$ cat config.mk
export PLATFORM = sky130hd
export DESIGN_NAME = mcas_ram
export DESIGN_NICKNAME = d
export VERILOG_FILES = /design/src/design/mcas_ram.sv
export SDC_FILE = /design/constraint.sdc
export NUM_CORES = 1
export LEC_CHECK = 0
export ABC_AREA = 1
export ABC_CLOCK_PERIOD_IN_PS = 2300
export BUFFER_PORTS_ARGS = -buffer_cell sky130_fd_sc_hd__clkbuf_2
export CAP_MARGIN = 30
export CORE_UTILIZATION = 30
export DETAILED_ROUTE_END_ITERATION = 12
export PLACE_DENSITY = 0.53
export RECOVER_POWER = 25
export REMOVE_ABC_BUFFERS = 1
export SETUP_SLACK_MARGIN = 0.2
export SKIP_CTS_REPAIR_TIMING = 1
export SLEW_MARGIN = 20
export SYNTH_ARGS = -nofsm -noshare
export SYNTH_HDL_FRONTEND = slang
export SYNTH_SLANG_ARGS = --single-unit
$ cat constraint.sdc
create_clock -name clock -period 2.3 [get_ports clock]
set_clock_uncertainty 0.05 [all_clocks]
set_input_delay 0.345 -clock clock [delete_from_list [all_inputs] [get_ports clock]]
set_output_delay 0.345 -clock clock [all_outputs]
set_load 0.005 [all_outputs]
$ cat src/design/mcas_ram.sv
`timescale 1ns / 1ps

module mcas_ram #(
   parameter int WIDTH = 16,
   parameter int DEPTH = 16,
   localparam int AW = (DEPTH > 1) ? $clog2(DEPTH) : 1
) (
   input  logic             clock,
   input  logic             we,
   input  logic [AW-1:0]    addr,
   input  logic [WIDTH-1:0] wdata,
   output logic [WIDTH-1:0] rdata
);

   logic [WIDTH-1:0] mem_ff [DEPTH];
   logic [WIDTH-1:0] rdata_ff;

   always_ff @(posedge clock) begin
      if (we) begin
         mem_ff[addr] <= wdata;
      end
      rdata_ff <= mem_ff[addr];
   end

   assign rdata = rdata_ff;

endmodule

==> impl_metrics.csv <==
group,metric,value,unit
route,vias_per_cell,4.36,
sta,relSlewSlack,0.437,
yosys,synth_top_family_by_area,"simple AND/OR/NAND/NOR gates",
setup_path,cp-startpoint,"rdata[13]",
min_path,whs_endpoint,"mem_ff[13][15]",
setup_path,r2r_cells,8,
floorplanning,initial_utilization,0.305,
sta,drv_slew,0,
setup_path,crit_buf_inv,1,
route,routed-via-count,7072,
sta,grt_setup_unrepaired,"no",
route,drc_errors,0,
sta,fin_crit,1.41,ns
sta,tightestPinTransition,0.844,ns
floorplanning,coreArea,36600,sq um
clock_tree,clkTransAtPathRegs,0.06,ns
outcome,status,"finished clean",
setup_path,crit_chain,"clkbuf_2",
setup_path,cpPeakStageDelay,0.35,ns
yosys,synth.avg_cell_area,10.4,sq um
place,place_hpwl,15.0,mm
yosys,ys_types,13,
route,drtIter0Drc,453,
floorplanning,row_count,70,
sta,setup_violations,0,
pwr,leakage,5.45,nW
clock_tree,cts_tree,"built",
sta,hold_violations,0,
grt,antenna_found_initial,0,
grt,grtUsageTotal,0.142,
route,drt-total-wl,26.5,mm
setup_path,r2r_slack,1.27,ns
setup_path,critPathCaptureType,"primary output",
setup_path,r2r_start,"mem_ff[10][5]",
setup_path,cp-start-kind,"register",
setup_path,critPathArrivalTime,1.02,ns
floorplanning,die_w,195,um
cells_and_area,final_core_util,0.354,
route,drt-pass1-iter-count,5,
cells_and_area,diodes,0,
min_path,hp-start,"wdata[15]",
clock_tree,cts_buffers,29,
sta,max_freq,707,MHz
yosys,yosys.area_share.adder,0,
setup_path,required,1.90,ns
floorplanning,die_height,195,um
yosys,synth_compound_area_frac,0,
grt,grt_pass1_wl,41.2,mm
grt,overflow,0,
min_path,hp-class,"in2reg",
floorplanning,io_pins,38,
flow_run,max-cap-violations,0,
pwr,power_density,842,nW/um^2
yosys,postSynthCellCount,1070,
yosys,synth-simple-area-share,0.241,
cells_and_area,drive_gt1_frac,0.111,
place,numPortBuffers,37,
yosys,muxShareOfSynthArea,0,
yosys,mappedNetlistArea,11200,sq um
setup_path,crit_path_max_fanout,1,
place,pre_cts_ws,0.392,ns
grt,grt_start_max_net_pins,74,
clock_tree,clk_latency,0.55,ns
sta,min_period_over_period,0.615,
yosys,ys_seq_elements,272,
setup_path,crit_type,"reg2out",
route,detail_route.wl_per_cell,16.3,um
pwr,ir_worst_vdd,520,uV
yosys,synth-xor-area-share,0,
clock_tree,clock_path_buffers,3,
clock_tree,htree_levels,1,
setup_path,path_delay_family,"flip-flops",
setup_path,worst_path_max_delay_cell,"dfxtp_1",
pwr,finalPower,0.0109,W
sta,tns,0,ns
min_path,hold_depth,1,
yosys,synth-seq-area-share,0.718,
yosys,yosysWarnings,0,
sta,worst_slack,0.885,ns
route,ant_nets,0,
grt,grt_pass1_vias,6961,
floorplanning,dieArea,37900,sq um
setup_path,r2r-end,"rdata[5]",
clock_tree,clockRootBuffer,"clkbuf_16",
cells_and_area,nNetsFinal,1155,
cells_and_area,syn_to_final_growth,16.3,%
place,globalplace.congestion,0.799,
clock_tree,cts.sinks,272,
-- worst max path at each step --
stage,endpoint,depth (start not counted)
2_1_floorplan,mem_ff[5][0],3
3_3_place_gp,mem_ff[13][5],5
3_5_place_dp,rdata[5],8
4_1_cts,rdata[15],1
5_1_grt,rdata[5],8
6_report,rdata[13],1
-- cells by family (layout without fill, tap and decap cells) --
group                  count (synthesis)  in the layout
and+or+nand+nor                      712            712
DFF                                  272            272
buffers and inverters                 86            171
-- cell usage in the layout (no fill, tap or decap) --
| cell | synthesis | final |
|---|---|---|
| inv_6 | 0 | 2 |
| edfxtp_1 | 256 | 256 |
| clkbuf_1 | 5 | 19 |
| inv_1 | 38 | 37 |
| clkinv_2 | 0 | 3 |
| clkbuf_8 | 0 | 2 |
| inv_2 | 0 | 1 |
| nand2_1 | 690 | 690 |
| inv_4 | 1 | 1 |
| clkbuf_2 | 0 | 25 |
| nor2_2 | 2 | 18 |
| buf_12 | 0 | 5 |
| clkbuf_16 | 0 | 29 |
| bufinv_16 | 0 | 4 |
| nand3_1 | 4 | 4 |
| dfxtp_1 | 16 | 16 |
| buf_4 | 2 | 38 |
| clkinv_1 | 0 | 5 |
-- stage by stage --
| step | std cells | hold slack (ns) | area, sq um |
|---|---|---|---|
| 2_1_floorplan | 1023 | 0.394 | 10800 |
| 3_3_place_gp | 1570 | 0.630 | 12000 |
| 3_5_place_dp | 1570 | 0.632 | 12000 |
| 4_1_cts | 1623 | 0.178 | 13000 |
| 5_1_grt | 1623 | 0.231 | 13000 |
| 6_report | 1623 | 0.208 | 13000 |
-- routing by layer --
| metal | up-vias | track usage | part of all wire |
|---|---|---|---|
| met5 | - | 0 | 0 |
| li1 | 3557 | - | - |
| met2 | 126 | 0.247 | 0.49 |
| met4 | 0 | 0.0367 | 0.017 |
| met3 | 37 | 0.0208 | 0.040 |
| met1 | 3352 | 0.184 | 0.45 |
-- flip-flops by register name, indices dropped and copies added, names as in the netlist --
name,count
mem_ff,256
rdata,16
-- area by class of cell --
cell class	instances	area, sq um
clock buffer	39	783
clock inverter	14	171
fill	3655	23600
inverter	39	149
multi-input combinational	712	2720
sequential	272	8010
tap	468	586
timing repair buffer	79	552
-- synthesized netlist by cell type --
| cell type | number | area share |
|---|---|---|
| buf_2 | 28 | 0.013 |
| buf_4 | 2 | 0.0013 |
| buf_6 | 11 | 0.011 |
| buf_8 | 1 | 0.0013 |
| clkbuf_1 | 5 | 0.0017 |
| dfxtp_1 | 16 | 0.029 |
| edfxtp_1 | 256 | 0.69 |
| inv_1 | 38 | 0.013 |
| inv_4 | 1 | 0.00056 |
| nand2_1 | 690 | 0.23 |
| nand3_1 | 4 | 0.0018 |
| nor2_1 | 16 | 0.0054 |
| nor2_2 | 2 | 0.0011 |
-- where the power goes --
group | total [W] | internal [W] | switching, W
clock network | 0.00469 | 0.00283 | 0.00187
logic | 0.000645 | 0.000184 | 0.000461
registers | 0.00558 | 0.00554 | 0.0000344
Note: power is estimated with default switching activity, not from simulation.
