<file path="src/design/mcas_pkg.sv">
`timescale 1ns / 1ps

package mcas_pkg;

   typedef enum logic [3:0] {
      OP_NONE,
      OP_CLEAR_MATE,
      OP_COLRED_FIRST,
      OP_COLRED,
      OP_WRITE_MATE,
      OP_SEARCH_INIT,
      OP_MARK_SEEN,
      OP_RELAX,
      OP_DUAL
   } cell_op_type;

   typedef enum logic [1:0] {
      KEY_OFF,
      KEY_COST,
      KEY_GREEDY,
      KEY_DIST
   } key_sel_type;

   typedef struct packed {
      cell_op_type op;
      key_sel_type key_sel;
   } cell_cmd_type;

   localparam int REQ_INDEX_WIDTH = 4;
   localparam int REQ_COST_WIDTH = 16;
   localparam int RSP_TOTAL_WIDTH = 20;
   localparam int SIZE_WIDTH = 5;
   localparam logic [SIZE_WIDTH-1:0] SIZE_RESET = 5'd16;

endpackage

</file>
<file path="src/design/mcas_ram.sv">
`timescale 1ns / 1ps

module mcas_ram #(
   parameter int WIDTH = 16,
   parameter int DEPTH = 16,
   localparam int AW = (DEPTH > 1) ? $clog2(DEPTH) : 1
) (
   input  logic             clock,
   input  logic             we,
   input  logic [AW-1:0]    addr,
   input  logic [WIDTH-1:0] wdata,
   output logic [WIDTH-1:0] rdata
);

   logic [WIDTH-1:0] mem_ff [DEPTH];
   logic [WIDTH-1:0] rdata_ff;

   always_ff @(posedge clock) begin
      if (we) begin
         mem_ff[addr] <= wdata;
      end
      rdata_ff <= mem_ff[addr];
   end

   assign rdata = rdata_ff;

endmodule

</file>
<file path="src/design/mcas_cell.sv">
`timescale 1ns / 1ps

module mcas_cell #(
   parameter int MAX_SIZE = 16,
   parameter int COST_WIDTH = 16,
   parameter int IDX = 0,
   localparam int AW = (MAX_SIZE > 1) ? $clog2(MAX_SIZE) : 1,
   localparam int NW = $clog2(MAX_SIZE + 1),
   localparam int VW = COST_WIDTH + $clog2(MAX_SIZE) + 4
) (
   input  logic                    clock,
   input  logic                    reset,
   input  mcas_pkg::cell_cmd_type  cmd,
   input  logic [NW-1:0]           n,
   input  logic [AW-1:0]           row_addr,
   input  logic                    wr_en,
   input  logic [AW-1:0]           wr_addr,
   input  logic [COST_WIDTH-1:0]   wr_data,
   input  logic signed [VW-1:0]    ubc,
   input  logic signed [VW-1:0]    dbc,
   input  logic [AW-1:0]           jbc,
   input  logic                    mate_bc_valid,
   input  logic [AW-1:0]           mate_bc,
   input  logic                    tok_in_valid,
   input  logic signed [VW-1:0]    tok_in_key,
   input  logic [AW-1:0]           tok_in_idx,
   input  logic                    tok_in_rm_valid,
   input  logic [AW-1:0]           tok_in_rm,
   output logic                    tok_out_valid,
   output logic signed [VW-1:0]    tok_out_key,
   output logic [AW-1:0]           tok_out_idx,
   output logic                    tok_out_rm_valid,
   output logic [AW-1:0]           tok_out_rm,
   output logic [COST_WIDTH-1:0]   cost_out,
   output logic signed [VW-1:0]    dist_out,
   output logic                    seen_out,
   output logic                    rm_valid_out,
   output logic [AW-1:0]           rm_out,
   output logic                    parent_valid_out,
   output logic [AW-1:0]           parent_out
);

   localparam logic [AW-1:0] MY_IDX = AW'(IDX);

   logic [COST_WIDTH-1:0] cost;
   logic signed [VW-1:0] cost_s;
   logic active;

   logic signed [VW-1:0] v_ff, v_in;
   logic signed [VW-1:0] dist_ff, dist_in;
   logic seen_ff, seen_in;
   logic rm_valid_ff, rm_valid_in;
   logic [AW-1:0] rm_ff, rm_in;
   logic parent_valid_ff, parent_valid_in;
   logic [AW-1:0] parent_ff, parent_in;
   logic tok_valid_ff, tok_valid_in;
   logic signed [VW-1:0] tok_key_ff, tok_key_in;
   logic [AW-1:0] tok_idx_ff, tok_idx_in;
   logic tok_rm_valid_ff, tok_rm_valid_in;
   logic [AW-1:0] tok_rm_ff, tok_rm_in;

   logic signed [VW-1:0] reduced;
   logic signed [VW-1:0] relaxed;
   logic key_en;
   logic signed [VW-1:0] key;

   mcas_ram #(.WIDTH(COST_WIDTH), .DEPTH(MAX_SIZE)) u_cost_ram (
      .clock (clock),
      .we    (wr_en),
      .addr  (wr_en ? wr_addr : row_addr),
      .wdata (wr_data),
      .rdata (cost)
   );

   assign cost_s = {{(VW - COST_WIDTH){cost[COST_WIDTH-1]}}, cost};
   assign active = NW'(IDX) < n;
   assign reduced = cost_s - ubc - v_ff;
   assign relaxed = dbc + reduced;

   always_comb begin
      key_en = 1'b0;
      key = '0;
      case (cmd.key_sel)
         mcas_pkg::KEY_COST: begin
            key_en = active;
            key = cost_s;
         end
         mcas_pkg::KEY_GREEDY: begin
            key_en = active && !rm_valid_ff && (cost_s == ubc + v_ff);
         end
         mcas_pkg::KEY_DIST: begin
            key_en = active && !seen_ff;
            key = dist_ff;
         end
         default: begin
            key_en = 1'b0;
         end
      endcase
   end

   // The running minimum moves one cell per cycle; on a tie the lower column,
   // which arrives from the left, is kept.
   always_comb begin
      if (key_en && (!tok_in_valid || key < tok_in_key)) begin
         tok_valid_in = 1'b1;
         tok_key_in = key;
         tok_idx_in = MY_IDX;
         tok_rm_valid_in = rm_valid_ff;
         tok_rm_in = rm_ff;
      end else begin
         tok_valid_in = tok_in_valid;
         tok_key_in = tok_in_key;
         tok_idx_in = tok_in_idx;
         tok_rm_valid_in = tok_in_rm_valid;
         tok_rm_in = tok_in_rm;
      end
   end

   always_comb begin
      v_in = v_ff;
      dist_in = dist_ff;
      seen_in = seen_ff;
      rm_valid_in = rm_valid_ff;
      rm_in = rm_ff;
      parent_valid_in = parent_valid_ff;
      parent_in = parent_ff;
      case (cmd.op)
         mcas_pkg::OP_CLEAR_MATE: begin
            rm_valid_in = 1'b0;
         end
         mcas_pkg::OP_COLRED_FIRST: begin
            v_in = cost_s - ubc;
         end
         mcas_pkg::OP_COLRED: begin
            if (cost_s - ubc < v_ff) begin
               v_in = cost_s - ubc;
            end
         end
         mcas_pkg::OP_WRITE_MATE: begin
            if (jbc == MY_IDX) begin
               rm_valid_in = mate_bc_valid;
               rm_in = mate_bc;
            end
         end
         mcas_pkg::OP_SEARCH_INIT: begin
            parent_valid_in = 1'b0;
            seen_in = 1'b0;
            dist_in = reduced;
         end
         mcas_pkg::OP_MARK_SEEN: begin
            if (jbc == MY_IDX) begin
               seen_in = 1'b1;
            end
         end
         mcas_pkg::OP_RELAX: begin
            if (active && !seen_ff && dist_ff > relaxed) begin
               dist_in = relaxed;
               parent_valid_in = 1'b1;
               parent_in = jbc;
            end
         end
         mcas_pkg::OP_DUAL: begin
            if (jbc != MY_IDX && seen_ff && rm_valid_ff) begin
               v_in = v_ff + dist_ff - dbc;
            end
         end
         default: begin
            v_in = v_ff;
         end
      endcase
   end

   always_ff @(posedge clock) begin
      if (reset) begin
         seen_ff <= 1'b0;
         rm_valid_ff <= 1'b0;
         parent_valid_ff <= 1'b0;
         tok_valid_ff <= 1'b0;
      end else begin
         seen_ff <= seen_in;
         rm_valid_ff <= rm_valid_in;
         parent_valid_ff <= parent_valid_in;
         tok_valid_ff <= tok_valid_in;
      end
      v_ff <= v_in;
      dist_ff <= dist_in;
      rm_ff <= rm_in;
      parent_ff <= parent_in;
      tok_key_ff <= tok_key_in;
      tok_idx_ff <= tok_idx_in;
      tok_rm_valid_ff <= tok_rm_valid_in;
      tok_rm_ff <= tok_rm_in;
   end

   assign tok_out_valid = tok_valid_ff;
   assign tok_out_key = tok_key_ff;
   assign tok_out_idx = tok_idx_ff;
   assign tok_out_rm_valid = tok_rm_valid_ff;
   assign tok_out_rm = tok_rm_ff;
   assign cost_out = cost;
   assign dist_out = dist_ff;
   assign seen_out = seen_ff;
   assign rm_valid_out = rm_valid_ff;
   assign rm_out = rm_ff;
   assign parent_valid_out = parent_valid_ff;
   assign parent_out = parent_ff;

endmodule

</file>
<file path="config.mk">
export PLATFORM = sky130hd
export DESIGN_NAME = mcas_cell
export DESIGN_NICKNAME = d
export VERILOG_FILES = /design/src/design/mcas_pkg.sv /design/src/design/mcas_ram.sv /design/src/design/mcas_cell.sv
export SDC_FILE = /design/constraint.sdc
export NUM_CORES = 1
export LEC_CHECK = 0
export BUFFER_PORTS_ARGS = -buffer_cell sky130_fd_sc_hd__buf_2
export CORE_MARGIN = 4
export CORE_UTILIZATION = 45
export DETAILED_ROUTE_END_ITERATION = 10
export GPL_ROUTABILITY_DRIVEN = 0
export HOLD_SLACK_MARGIN = 0.05
export SLEW_MARGIN = 25
export SYNTH_ARGS = -nofsm -noshare
export SYNTH_HDL_FRONTEND = slang
export SYNTH_HIERARCHICAL = 1
export SYNTH_SLANG_ARGS = --single-unit
export TNS_END_PERCENT = 30
</file>
<file path="constraint.sdc">
create_clock -name clock -period 9.9 [get_ports clock]
set_input_delay 0 -clock clock [delete_from_list [all_inputs] [get_ports clock]]
set_output_delay 0 -clock clock [all_outputs]
set_load 0.03 [all_outputs]
</file>
==> results.txt <==
status -> complete, no violations
Die Y -> 230 um
Hold Path Cell Cnt -> 4
antenna cell count -> 0
Post CTS Setup Buffer Count -> 0
vias in the first global route -> 16100
Seq/Total Area, Yosys -> 0.472
mapped cell area -> 22100 sq um
clock latency at the later pin of the worst-skew pair -> 590 ps
synthesis-to-finish area growth -> 17.9%
Gate Count Post-Synth -> 1868
Final Critical Period -> 8220 ps
IO Pins -> 214
Pre-antenna DRT Iters -> 7
Tcrit/Tclk final -> 0.831
port bufs -> 213
Lkg Pwr -> 10.8 nW
commonest cells after routing, fill and taps aside -> edfxtp_1, buf_2, inv_1, ha_1, nand2_1
worst hold path endpoint -> dist_out[1]$_DFFE_PP_
Max Slew Vio Count -> 0
Max IR drop VDD -> 195 uV
Max Buffers Root-to-Sink -> 3
Yosys reg bits -> 365
Total Routed Length -> 61400 um
WP data arrival -> 8460 ps
post-CTS sizing -> 0
syn avg cell area -> 11.8 sq um
DPL Wire Length -> 45400 um
kind of end point of the critical path -> flip-flop
root cell of the clock tree -> clkbuf_16
slowest stage delay, CP -> 450 ps
clock slew at reported path FFs -> 60 ps
Highest Clock Rate -> 122 MHz
Worst EP required -> 10140 ps
Worst Reg2Reg Path Length in Cells -> 35
setup_tns -> 0 ps
Placed Cells -> 2705
Clock Sinks -> 365
cts hold-fix bufs -> 74
Unique masters post-synth -> 87
row cnt -> 80
Sequential Area -> 10400 sq um
Clock Skews -> 20.7 ps
number of synthesized flops with an enable pin -> 312
first-pass GRT wire length -> 93700 um
pwr dens -> 281 nW/um^2
Max-Cap Viols -> 0
Mapped Nets -> 2190
Final Hold Viols -> 0
pin count of the biggest net entering global routing -> 72
Critical Path Source -> u_cost_ram/rdata[0]$_DFF_P_
Starting Density -> 0.459
Critical R2R Launch -> u_cost_ram/rdata[0]$_DFF_P_
die area -> 52700 sq um
Finish-stage setup viols -> 0
RR Endpoint -> dist_out[12]$_DFFE_PP_
CTS tree -> yes
area occupied by multi-input gates -> 10700 sq um
Congestion Overflow GR -> 0
worst-path fanout max -> 24
flop2flop setup slack -> 1680 ps
Placeable Area -> 48100 sq um
chip width -> 230 um
layout cells sized above 1 -> 0.198
drc violations -> 0
Design Power -> 7.32 mW
vias after detailed routing -> 16000
RSZ-0062 raised after global routing -> no
Setup crit start kind -> flip-flop
Post-synth ARST share -> 0
Worst slew margin -> 0.355
vias per cell -> 5.61
filler instances -> 4133
Global Route Usage Sum -> 0.228
Setup CP Type -> reg2reg
Starting DRT DRC Count -> 1238
final non-filler cell total -> 2858
commonest non-fill, non-tap cell in the layout -> edfxtp_1
layout net count -> 2490
initial antenna violation count -> 1
DRT antenna net count -> 0
drt wl/cell -> 21.5 um
TritonCTS buffer count -> 42
Hold Path Class -> in2reg
# H-tree levels -> 2
Top FF cell, synth -> edfxtp_1
Tightest Pin Transition -> 964 ps
Synth Warn # -> 6
CP max-delay cell -> a31oi_1
Hold Startpoint -> dbc[1]
flip-flops by register name (all words and copies together) (netlist names):
name,flops
tok_out_idx,4
rm_out,4
rm_valid_out,1
parent_valid_out,1
tok_out_key,24
u_cost_ram/mem_ff,256
tok_out_rm,4
seen_out,1
u_cost_ram/rdata,16
tok_out_rm_valid,1
parent_out,4
dist_out,24
v_ff,24
tok_out_valid,1
Yosys cell counts, types with 9 or more instances:
cell | count | area share
nor2_1 | 87 | 0.015
nand2_1 | 119 | 0.020
buf_6 | 10 | 0.0051
edfxtp_1 | 312 | 0.42
o21ai_0 | 94 | 0.021
inv_1 | 178 | 0.030
nand4_1 | 22 | 0.0062
clkbuf_1 | 31 | 0.0053
nor2b_1 | 48 | 0.014
mux2i_1 | 20 | 0.0091
a31oi_1 | 20 | 0.0057
o211ai_1 | 9 | 0.0031
ha_1 | 166 | 0.094
o21a_1 | 24 | 0.0082
a21o_1 | 57 | 0.019
mux2_4 | 20 | 0.014
xnor2_1 | 67 | 0.027
dfxtp_1 | 53 | 0.048
a22oi_1 | 32 | 0.011
or3_1 | 11 | 0.0031
xor2_1 | 44 | 0.017
nand3_1 | 28 | 0.0063
a211oi_1 | 11 | 0.0037
mux2_2 | 14 | 0.0071
a21oi_1 | 96 | 0.022
mux4_2 | 62 | 0.063
nor3_1 | 27 | 0.0061
fa_1 | 27 | 0.024
nand2b_1 | 19 | 0.0054
and3_1 | 9 | 0.0025
worst max-delay path: cells and delay by family, from the launching register on:
family	cells	cell delay (ps)
AOI/OAI and AO/OA	18	3860
adders and majority gates	5	1600
and+or+nand+nor	6	1190
buffers and inverters	3	470
xor gates and xnor gates	3	390
DFF	1	340
through the flow:
step	setup slack [ps]	hold slack, ps	util	instance area, sq um
finish	1680	80.7	0.541	26100
global placement	2180	179	0.496	23900
CTS	1750	59.3	0.540	26000
floorplan	2250	69.1	-	22100
global route	1070	81.1	0.541	26100
detailed placement	1820	179	0.496	23900
cell type report:
cell class	count	share of cell area
clock inverter	24	0.0102
tap	656	0.0315
multi-input combinational	1267	0.411
sequential	365	0.400
timing repair buffer	314	0.0779
clock buffer	54	0.0433
inverter	178	0.0256
layer usage:
layer	track usage	share of wire	up-vias
met4	0.0725	0.030	2
li1	-	-	7559
met2	0.373	0.47	528
met3	0.0483	0.069	93
met1	0.305	0.43	7845
met5	0	0.00013	-
where the power goes:
group | total, mW | leakage (nW) | switching, mW | internal, mW
combinational | 3.81 | 6.87 | 2.22 | 1.59
sequential | 1.95 | 3.27 | 0.107 | 1.84
clock | 1.56 | 0.678 | 0.663 | 0.898
total | 7.32 | 10.8 | 2.99 | 4.33
kinds of logic (layout without fill, tap and decap cells):
logic type / count (synthesis) / count (layout) / synth area share
compound gates: 423 / 423 / 0.127
xor+xnor: 112 / 112 / 0.0447
fa+ha+maj: 193 / 193 / 0.118
buf+inv: 236 / 570 / 0.0454
flops: 365 / 365 / 0.472
mux: 124 / 124 / 0.0984
simple gates: 415 / 415 / 0.0938
worst max path at each step:
stage / slack (ps) / to
finish: 1680 / dist_out[12]$_DFFE_PP_
global route: 1070 / dist_out[12]$_DFFE_PP_
CTS: 1750 / dist_out[12]$_DFFE_PP_
detailed placement: 1820 / dist_out[0]$_DFFE_PP_
global placement: 2180 / dist_out[0]$_DFFE_PP_
floorplan: 2250 / dist_out[0]$_DFFE_PP_
(Power assumes the default switching activity.)
